<file path="src/hdl/assert_macros.svh">
// ----------------------------------------------------------------------------
// Assertion macros
// Shared concurrent assertion wrappers, clocked on clk_i, one quiet in reset.
// ----------------------------------------------------------------------------
`ifndef ASSERT_MACROS_SVH
`define ASSERT_MACROS_SVH

// Check a property at every rising clk_i edge outside reset.
`define SRMS_ASSERT(name, prop, msg) \
  name: assert property (@(posedge clk_i) disable iff (!rst_ni) prop) \
    else $error(msg);

// Check a property at every rising clk_i edge, reset included.
`define SRMS_ASSERT_ALWAYS(name, prop, msg) \
  name: assert property (@(posedge clk_i) prop) \
    else $error(msg);

`endif

</file>
<file path="src/hdl/srms_pkg.sv">
// ----------------------------------------------------------------------------
// srms_pkg
// Types and constants of the scaled sparse row matrix-vector block.
// ----------------------------------------------------------------------------
`default_nettype none

package srms_pkg;

  localparam int unsigned X_DEPTH_DEF = 1024;

  localparam logic [31:0] ALPHA_RESET = 32'h0001_0000;
  localparam logic [31:0] BETA_RESET  = 32'h0000_0000;
  localparam logic [15:0] ROWS_RESET  = 16'd1;

  typedef enum logic [1:0] {
    OP_LOAD  = 2'd0,
    OP_NZ    = 2'd1,
    OP_EMPTY = 2'd2
  } srms_op_e;

  typedef enum logic [1:0] {
    REG_ALPHA = 2'd0,
    REG_BETA  = 2'd1,
    REG_ROWS  = 2'd2
  } srms_reg_e;

  typedef struct packed {
    logic [1:0]         opcode;
    logic [9:0]         column_index;
    logic signed [31:0] data_value;
    logic               row_ends;
    logic signed [31:0] old_row_value;
  } srms_in_t;

  typedef struct packed {
    logic signed [31:0] row_result;
    logic [15:0]        row_number;
    logic               last_row;
    logic               saturated;
  } srms_out_t;

  typedef struct packed {
    logic cap_in;
    logic mem_wr;
    logic mem_rd;
    logic mul_en;
    logic acc_en;
    logic scale_en;
    logic out_load;
  } srms_cmd_t;

  typedef struct packed {
    logic [1:0] op;
    logic       row_ends;
    logic       out_free;
  } srms_sts_t;

endpackage

`default_nettype wire

</file>
<file path="src/hdl/srms_ctrl.sv">
// ----------------------------------------------------------------------------
// srms_ctrl
// Sequencer: steps each item through index reduction and then, by opcode, vector
// store access, multiply, accumulate, scaling and result hand-off.
// ----------------------------------------------------------------------------
`default_nettype none

`include "assert_macros.svh"

module srms_ctrl
  import srms_pkg::*;
(
  input  wire logic      clk_i,
  input  wire logic      rst_ni,
  input  wire logic      in_valid_i,
  output logic           in_stall_o,
  input  wire srms_sts_t sts_i,
  output srms_cmd_t      cmd_o
);

  typedef enum logic [6:0] {
    ST_IDLE  = 7'b000_0001,
    ST_RED   = 7'b000_0010,
    ST_MEM   = 7'b000_0100,
    ST_MUL   = 7'b000_1000,
    ST_ACC   = 7'b001_0000,
    ST_SCALE = 7'b010_0000,
    ST_SUM   = 7'b100_0000
  } state_e;

  state_e state_q, state_d;

  assign in_stall_o = (state_q != ST_IDLE);

  always_comb begin
    state_d = state_q;
    cmd_o   = '0;
    unique case (state_q)
      ST_IDLE: begin
        if (in_valid_i) begin
          cmd_o.cap_in = 1'b1;
          state_d      = ST_RED;
        end
      end
      ST_RED: begin
        unique case (sts_i.op) inside
          OP_LOAD, OP_NZ: state_d = ST_MEM;
          OP_EMPTY:       state_d = ST_SCALE;
          default:        state_d = ST_IDLE;
        endcase
      end
      ST_MEM: begin
        if (sts_i.op == OP_LOAD) begin
          cmd_o.mem_wr = 1'b1;
          state_d      = ST_IDLE;
        end else begin
          cmd_o.mem_rd = 1'b1;
          state_d      = ST_MUL;
        end
      end
      ST_MUL: begin
        cmd_o.mul_en = 1'b1;
        state_d      = ST_ACC;
      end
      ST_ACC: begin
        cmd_o.acc_en = 1'b1;
        state_d      = sts_i.row_ends ? ST_SCALE : ST_IDLE;
      end
      ST_SCALE: begin
        cmd_o.scale_en = 1'b1;
        state_d        = ST_SUM;
      end
      ST_SUM: begin
        if (sts_i.out_free) begin
          cmd_o.out_load = 1'b1;
          state_d        = ST_IDLE;
        end
      end
      default: state_d = ST_IDLE;
    endcase
  end

  always_ff @(posedge clk_i or negedge rst_ni) begin
    if (!rst_ni) begin
      state_q <= ST_IDLE;
    end else begin
      state_q <= state_d;
    end
  end

  `SRMS_ASSERT(a_accept_then_busy, (in_valid_i && !in_stall_o) |=> in_stall_o,
               "controller took an item without going busy")
  `SRMS_ASSERT(a_result_needs_slot, cmd_o.out_load |-> sts_i.out_free,
               "result loaded into an occupied output register")

endmodule

`default_nettype wire

</file>
<file path="config.mk">
export PLATFORM = sky130hd
export DESIGN_NAME = srms_ctrl
export DESIGN_NICKNAME = d
export VERILOG_FILES = /design/src/hdl/srms_pkg.sv /design/src/hdl/srms_ctrl.sv
export VERILOG_INCLUDE_DIRS = /design/src /design/src/hdl
export SDC_FILE = /design/constraint.sdc
export NUM_CORES = 1
export LEC_CHECK = 0
export ABC_AREA = 1
export BUFFER_PORTS_ARGS = -buffer_cell sky130_fd_sc_hd__buf_2
export CAP_MARGIN = 0
export CORE_AREA = 2 2 39 41
export CTS_CLUSTER_DIAMETER = 30
export CTS_CLUSTER_SIZE = 8
export DETAILED_ROUTE_END_ITERATION = 16
export DIE_AREA = 0 0 41 43
export PLACE_DENSITY = 0.59
export REMOVE_ABC_BUFFERS = 1
export SETUP_SLACK_MARGIN = 0.5
export SLEW_MARGIN = 40
export SYNTH_ARGS = -nofsm -noshare
export SYNTH_HDL_FRONTEND = slang
export SYNTH_SLANG_ARGS = --single-unit
</file>
<file path="constraint.sdc">
create_clock -name clk_i -period 2.6 [get_ports clk_i]
set_input_delay 0.26 -clock clk_i [delete_from_list [all_inputs] [get_ports clk_i]]
set_output_delay 0.26 -clock clk_i [all_outputs]
set_load 0.03 [all_outputs]
</file>
## Word-level counts from Yosys, hierarchy flattened

Index checks and enable logic that the tools add are counted.

| storage, ports and cells | value |
|---|---|
| flip-flop bits (word level) | 7 |
| bits of input ports | 7 |

| operators by class | value |
|---|---|
| equal/unequal tests | 12 |
| mux-type cells | 16 |
| reduce and logical (&&, ||, !) cells | 3 |

Operators with widths:

| kind | count |
|---|---|
| $pmux 7 s7 | 1 |
| $mux 7 | 2 |
| $pmux 6 s2 | 1 |
| $mux 1 | 9 |
| $eq 7x1->1 const B | 1 |
| $eq 7x2->1 const B | 1 |
| $eq 7x3->1 const B | 1 |
| $eq 7x4->1 const B | 1 |
| $eq 7x5->1 const B | 1 |
| $eq 7x6->1 const B | 1 |
| $eq 7x7->1 const B | 1 |
| $ne 7x1->1 const B | 1 |
| $mux 6 | 1 |
| $mux 4 | 1 |
| $ne 2x2->1 const B | 2 |
| $eq 2x1->1 const B | 1 |
| $eq 2x2->1 const B | 1 |
| $logic_not 2->1 | 1 |
| $mux 2 | 1 |
| $reduce_and 2->1 | 1 |
| $reduce_or 2->1 | 1 |

## Depth between registers and ports, before layout

Gate-level depths: netlist of run 1.

| depth | value |
|---|---|
| word-level depth | 4 |
| depth in mapped cells | 10 |

## Worst setup path before layout of run 1

OpenSTA, ideal clock, no wires.

| timing | value |
|---|---|
| path kind | reg2out |
| from | register state_q[4] |
| to | output port cmd_o[6] in the netlist's numbering |
| arrival time | 1.388 ns |
| required time | 2.340 ns |
| setup slack | 0.952 ns |
| cell stages (with the launch flop) | 6 |
| buffers on the path | 0 |
| cell sequence | dfrtp_1 nor2_4 nand2_4 nor2_2 inv_1 nor2_1 |

RTL lines:

| what | line | source |
|---|---|---|
| start: declaration | srms_ctrl.sv:31 | `state_e state_q, state_d;` |
| start signal: assignment | srms_ctrl.sv:87 | `state_q <= state_d;` |
| end: declaration | srms_ctrl.sv:18 | `output srms_cmd_t cmd_o` |

==> flow_summary_export.csv, run 1 <==
group,metric,value,unit
timing,final.period_utilization,66.1,%
critical_path,cp_data_required_time,2.34,ns
floorplanning,row_count,14,
cts,cts_sinks,7,
layout,reg_top3,"state_q x7",
cts,clk_pin_slew,0.05,ns
synth,synthesis.area,508,um^2
route,wl,976,um
cts,cts_buffer_depth,2,
synth,ys_dominant_reg_cell,"dfrtp_1",
floorplanning,die_h,43,um
place,gp_congestion,0.780,
cts,cts-root-buf,"clkbuf_4",
layout,antenna_cells,0,
synth,syn_inst,69,
global_route,grt_antenna_before_repair,0,
layout,fin_util,45.8,%
global_route,grt_pass1_vias,384,
timing,timing.final.ws_setup,0.883,ns
route,first_pass_iters,4,
synth,yosys_warnings,0,
floorplanning,start_util,36.7,%
critical_path,path_class,"register to output port",
timing,setup-violations-final,0,
worst_hold_path,min_path_cells,2,
synth,yosysSeqAreaShare,34.7,%
floorplanning,chipWidth,41,um
critical_path,cp.arrival,1.46,ns
power_and_ir_drop,power.density,805,nW/um^2
critical_path,crit_fanout,7,
synth,avgSynthCellArea,7.36,um^2
layout,nets,96,
power_and_ir_drop,netSwitchingFraction,46.5,%
power_and_ir_drop,power_switching,0.237,mW
cts,clkLatencyLatePin,0.25,ns
synth,async_flop_share,100,%
layout,largest_reg_flops,7,
timing,max_freq,582,MHz
place,place_ws,1.16,ns
floorplanning,dieArea,1760,um^2
job,maxCapViolations,0,
timing,hold_viol,0,
worst_hold_path,hold_class,"primary input to register",
route,avgViaCountPerCell,4.39,
critical_path,cp-end-kind,"output port",
layout,fin_cells,104,
route,wl_per_cell,9.38,um
cts,post_cts_buffers,0,
power_and_ir_drop,ir_worst_vdd,0.341,mV
cts,numCtsBuffers,3,
cts,cts_tree,"done",
global_route,grt_max_degree,8,
floorplanning,core_area,1380,um^2
critical_path,r2r-end,"state_q[0]",
critical_path,worstRegToRegCells,8,
floorplanning,io_pins,15,
route,ant_nets,0,
timing,finClkSkew,0.00445,ns
synth,ys_ff_latch,7,
critical_path,start_kind,"register",
status,status,"completed",
power_and_ir_drop,comb_power_share,49.1,%
timing,grt_setup_unrepaired,"false",
timing,whs,0.203,ns
place,place_inst,99,
power_and_ir_drop,cellInternalPower,0.273,mW
power_and_ir_drop,power.share.clock,19.7,%
cts,htree_levels,1,
power_and_ir_drop,seq_power_share,31.2,%
power_and_ir_drop,leakagePower,0.343,nW
timing,drv_slew,0,
place,port_buffers,14,
global_route,grtUsageTotal,15.2,%
critical_path,r2r_slack,1.38,ns
synth,synth_edf_count,0,
worst_hold_path,hold_path_end,"state_q[2]",
timing,relSlewSlack,83.0,%
layout,drive_gt1_share,39.8,%
timing,worst_pin_slew,0.254,ns
global_route,grt_first_pass_wirelength,1750,um
global_route,grt-ovfl-total,0,
route,drc,0,
route,num_vias,457,
worst_hold_path,hp-start,"sts_i[3]",
timing,final.setup.tns,0,ns
critical_path,rr_startpoint,"state_q[4]",
place,place_hpwl,820,um
timing,post-route-min-period,1.72,ns
layout,areaGrowthSynthToFinish,24.9,%
layout,top_register,"state_q",
route,drtIter0Drc,16,
synth,synth_cell_types,16,
-- timing repair --
action,in CTS,in global routing
gates resized for setup,0,0
endpoints found under the hold margin,6,0
hold buffers,1,0
-- power by group through the flow --
stage	Sequential (mW)	Clock, mW	Combinational, mW
floorplan	0.158	0	0.202
global placement	0.161	0	0.254
detailed placement	0.161	0	0.251
CTS	0.160	0.103	0.253
global route	0.163	0.112	0.285
finish	0.159	0.100	0.251
-- worst max-delay path: stages (launching register included) --
cell	delay [ns]
dfrtp_1	0.42
nor2_4	0.17
nand2_4	0.10
nor2_2	0.16
inv_1	0.08
nor2_1	0.08
buf_2	0.19
-- kinds of logic (layout without fill, tap and decap cells) --
family | Yosys count | count (layout) | synth area share, %
compound gates | 2 | 2 | 2.95
buf+inv | 11 | 30 | 8.13
flops | 7 | 7 | 34.7
simple gates | 49 | 49 | 54.2
-- worst max path at each step --
| stage | startpoint | end |
|---|---|---|
| 4_1_cts | state_q[4] | cmd_o[6] |
| 3_3_place_gp | state_q[4] | cmd_o[6] |
| 5_1_grt | state_q[4] | cmd_o[6] |
| 2_1_floorplan | state_q[4] | cmd_o[6] |
| 3_5_place_dp | state_q[4] | cmd_o[6] |
| 6_report | state_q[4] | cmd_o[6] |
-- metal layers --
metal / GRT usage, % / vias up / routed length [um] / part of all wire [%]
met2: 18.1 / 12 / 406 / 42
met5: 0 / - / 0 / 0
li1: - / 253 / - / -
met1: 22.3 / 188 / 484 / 50
met3: 3.14 / 4 / 44 / 4.5
met4: 12.0 / 0 / 40 / 4.1
-- placed cells by master, fill, tap and decap left out, drive strengths merged --
| master | n |
|---|---|
| nor2 | 25 |
| nand2 | 18 |
| buf | 14 |
| inv | 11 |
| dfrtp | 6 |
| clkbuf | 4 |
| nor3 | 3 |
| nand3 | 2 |
| nand4 | 1 |
| o21ai | 1 |
| a32o | 1 |
| dlygate4sd3 | 1 |
| dfstp | 1 |
-- final cells by class --
type / count / area (um^2)
well taps: 16 / 20.0
flip-flops and latches: 7 / 176
multi-input cells: 51 / 290
clock buffers: 4 / 26.3
fillers: 136 / 749
repair buffers: 15 / 80.1
inverters: 11 / 41.3
-- Yosys cell counts, types with 2 or more instances --
cell	count	share of area, %
nand2_1	14	10
nor2_1	14	10
inv_1	10	7.4
dfrtp_1	6	30
nor2_4	6	13
nor2_2	5	6.2
nor3_1	3	3.0
nand2_2	2	2.5
nand2_4	2	4.4
-- per-stage QoR --
stage	instance area, um^2	power, mW
final	634	0.511
after floorplan	508	0.361
after detailed placement	598	0.413
after CTS	634	0.516
after global placement	598	0.415
after global routing	634	0.561
Note: power is estimated with default switching activity, not from simulation.
==> run 2, diff against run 1 <==
--- a/config.mk
+++ b/config.mk
@@ -14,7 +14,7 @@
 export CTS_CLUSTER_SIZE = 8
 export DETAILED_ROUTE_END_ITERATION = 16
 export DIE_AREA = 0 0 41 43
-export PLACE_DENSITY = 0.59
+export PLACE_DENSITY = 0.61
 export REMOVE_ABC_BUFFERS = 1
 export SETUP_SLACK_MARGIN = 0.5
 export SLEW_MARGIN = 40
==> constraint.sdc (replaced) <==
create_clock -name clk_i -period 1.4 [get_ports clk_i]
set_input_delay 0.14 -clock clk_i [delete_from_list [all_inputs] [get_ports clk_i]]
set_output_delay 0.14 -clock clk_i [all_outputs]
set_load 0.03 [all_outputs]
==> flow_summary_export.csv, run 2 (same netlist as run 1, synthesis figures left out) <==
group,metric,value,unit
status,status,"finished with violations",
status,violations,"setup timing",
critical_path,cp.arrival,1.33,ns
global_route,grt-ovfl-total,0,
timing,whs,0.0899,ns
route,num_vias,536,
worst_hold_path,min_path_cells,2,
layout,fill_cells,107,
critical_path,rr_startpoint,"state_q[5]",
cts,cts_buffer_depth,2,
critical_path,r2r_slack,0.01,ns
layout,layout_common_cells,"14 x buf_4, 13 x nand2_1, 11 x nor2_4",
place,place_hpwl,861,um
critical_path,crit_fanout,4,
layout,seqCellArea,178,um^2
timing,post-route-min-period,1.47,ns
critical_path,r2r-end,"state_q[0]",
global_route,grt_max_degree,8,
layout,antenna_cells,0,
layout,multi_input_area,359,um^2
route,first_pass_iters,3,
layout,fin_cells,119,
critical_path,start_kind,"register",
route,avgViaCountPerCell,4.50,
critical_path,path_class,"register to output port",
route,wl,1330,um
timing,drv_slew,0,
worst_hold_path,hold_class,"primary input to register",
floorplanning,chipWidth,41,um
timing,grt_setup_unrepaired,"true",
timing,max_freq,679,MHz
layout,areaGrowthSynthToFinish,71.4,%
timing,hold_viol,0,
floorplanning,dieArea,1760,um^2
floorplanning,io_pins,15,
floorplanning,start_util,36.7,%
cts,cts-root-buf,"clkbuf_4",
layout,reg_top3,"state_q x7",
cts,clkLatencyLatePin,0.25,ns
timing,setup-violations-final,7,
cts,htree_levels,1,
timing,final.period_utilization,105,%
cts,cts_tree,"done",
global_route,grt_first_pass_wirelength,2130,um
route,drtIter0Drc,12,
power_and_ir_drop,ir_worst_vdd,0.923,mV
global_route,grt_pass1_vias,514,
timing,timing.final.ws_setup,-0.0738,ns
layout,top_register,"state_q",
route,ant_nets,0,
cts,clk_pin_slew,0.06,ns
timing,worst_pin_slew,0.422,ns
place,gp_congestion,0.745,
route,wl_per_cell,11.2,um
critical_path,worstRegToRegCells,11,
timing,finClkSkew,0.00509,ns
critical_path,cp_data_required_time,1.26,ns
layout,largest_reg_flops,7,
floorplanning,die_h,43,um
place,port_buffers,14,
layout,nets,111,
place,place_inst,99,
route,drc,0,
floorplanning,core_area,1380,um^2
power_and_ir_drop,leakagePower,0.437,nW
power_and_ir_drop,power.density,1440,nW/um^2
global_route,grt_antenna_before_repair,0,
cts,cts_sinks,7,
power_and_ir_drop,total_power,1.25,mW
critical_path,critical_path.startpoint,"state_q[4]",
global_route,grtUsageTotal,17.9,%
floorplanning,row_count,14,
layout,final_common_cell,"buf_4",
timing,relSlewSlack,71.8,%
cts,numCtsBuffers,3,
layout,drive_gt1_share,61.2,%
job,maxCapViolations,0,
critical_path,endpoint,"cmd_o[4]",
critical_path,cp-end-kind,"output port",
## run 2: cell types whose count changed in the layout (fill, tap and decap cells not counted), sizes merged
cell	before	now
buf	14	29
## run 2: critical path, stage by stage (launching register included)
cell and delay [ns]:
dfrtp_1 0.41, nor2_4 0.16, nand2_4 0.10, buf_6 0.14
nor3_4 0.12, buf_6 0.15
## run 2: worst min path at each step
stage,start,end,slack [ns]
4_1_cts,sts_i[3],state_q[2],0.08
5_1_grt,sts_i[3],state_q[2],0.1
3_3_place_gp,rst_ni,state_q[3],-0.02
2_1_floorplan,rst_ni,state_q[1],-0.16
6_report,sts_i[3],state_q[2],0.09
3_5_place_dp,rst_ni,state_q[3],-0.02
## run 2: where the power goes
part	internal (mW)	leakage [nW]	switching (mW)	total (mW)
clock	0.109	0.0150	0.0773	0.186
sequential	0.252	0.0915	0.0463	0.298
combinational	0.341	0.330	0.429	0.770
## run 2: per-stage QoR
stage	util [%]	setup slack (ns)	area (um^2)	TNS, ns
final	62.9	-0.0738	871	-0.389
after global placement	43.2	0.0906	598	0
after detailed placement	43.2	0.0837	598	0
after CTS	56.9	-0.0838	787	-0.327
after floorplan	-	-0.128	508	-0.258
after global routing	62.9	-0.143	871	-0.949
## run 2: repair_timing
action,CTS,global route
cloned,0,0
hold endpoints to repair,7,0
endpoints found under the setup margin,14,15
buffers inserted,12,3
gates resized for setup,19,19
pin swaps,13,13
hold buffers,1,0
## run 2: area by class of cell
class	count	area share, %
clock buffers	4	3.02
inverters	11	4.74
multi-input cells	51	41.2
flip-flops and latches	7	20.4
well taps	16	2.30
repair buffers	30	28.3
## run 2: metal layers
metal	up-vias	share of wire (%)	global-route usage [%]
li1	281	-	-
met1	245	41	21.9
met2	10	57	29.1
met3	0	2.0	3.14
met4	0	0	7.33
met5	-	0	0
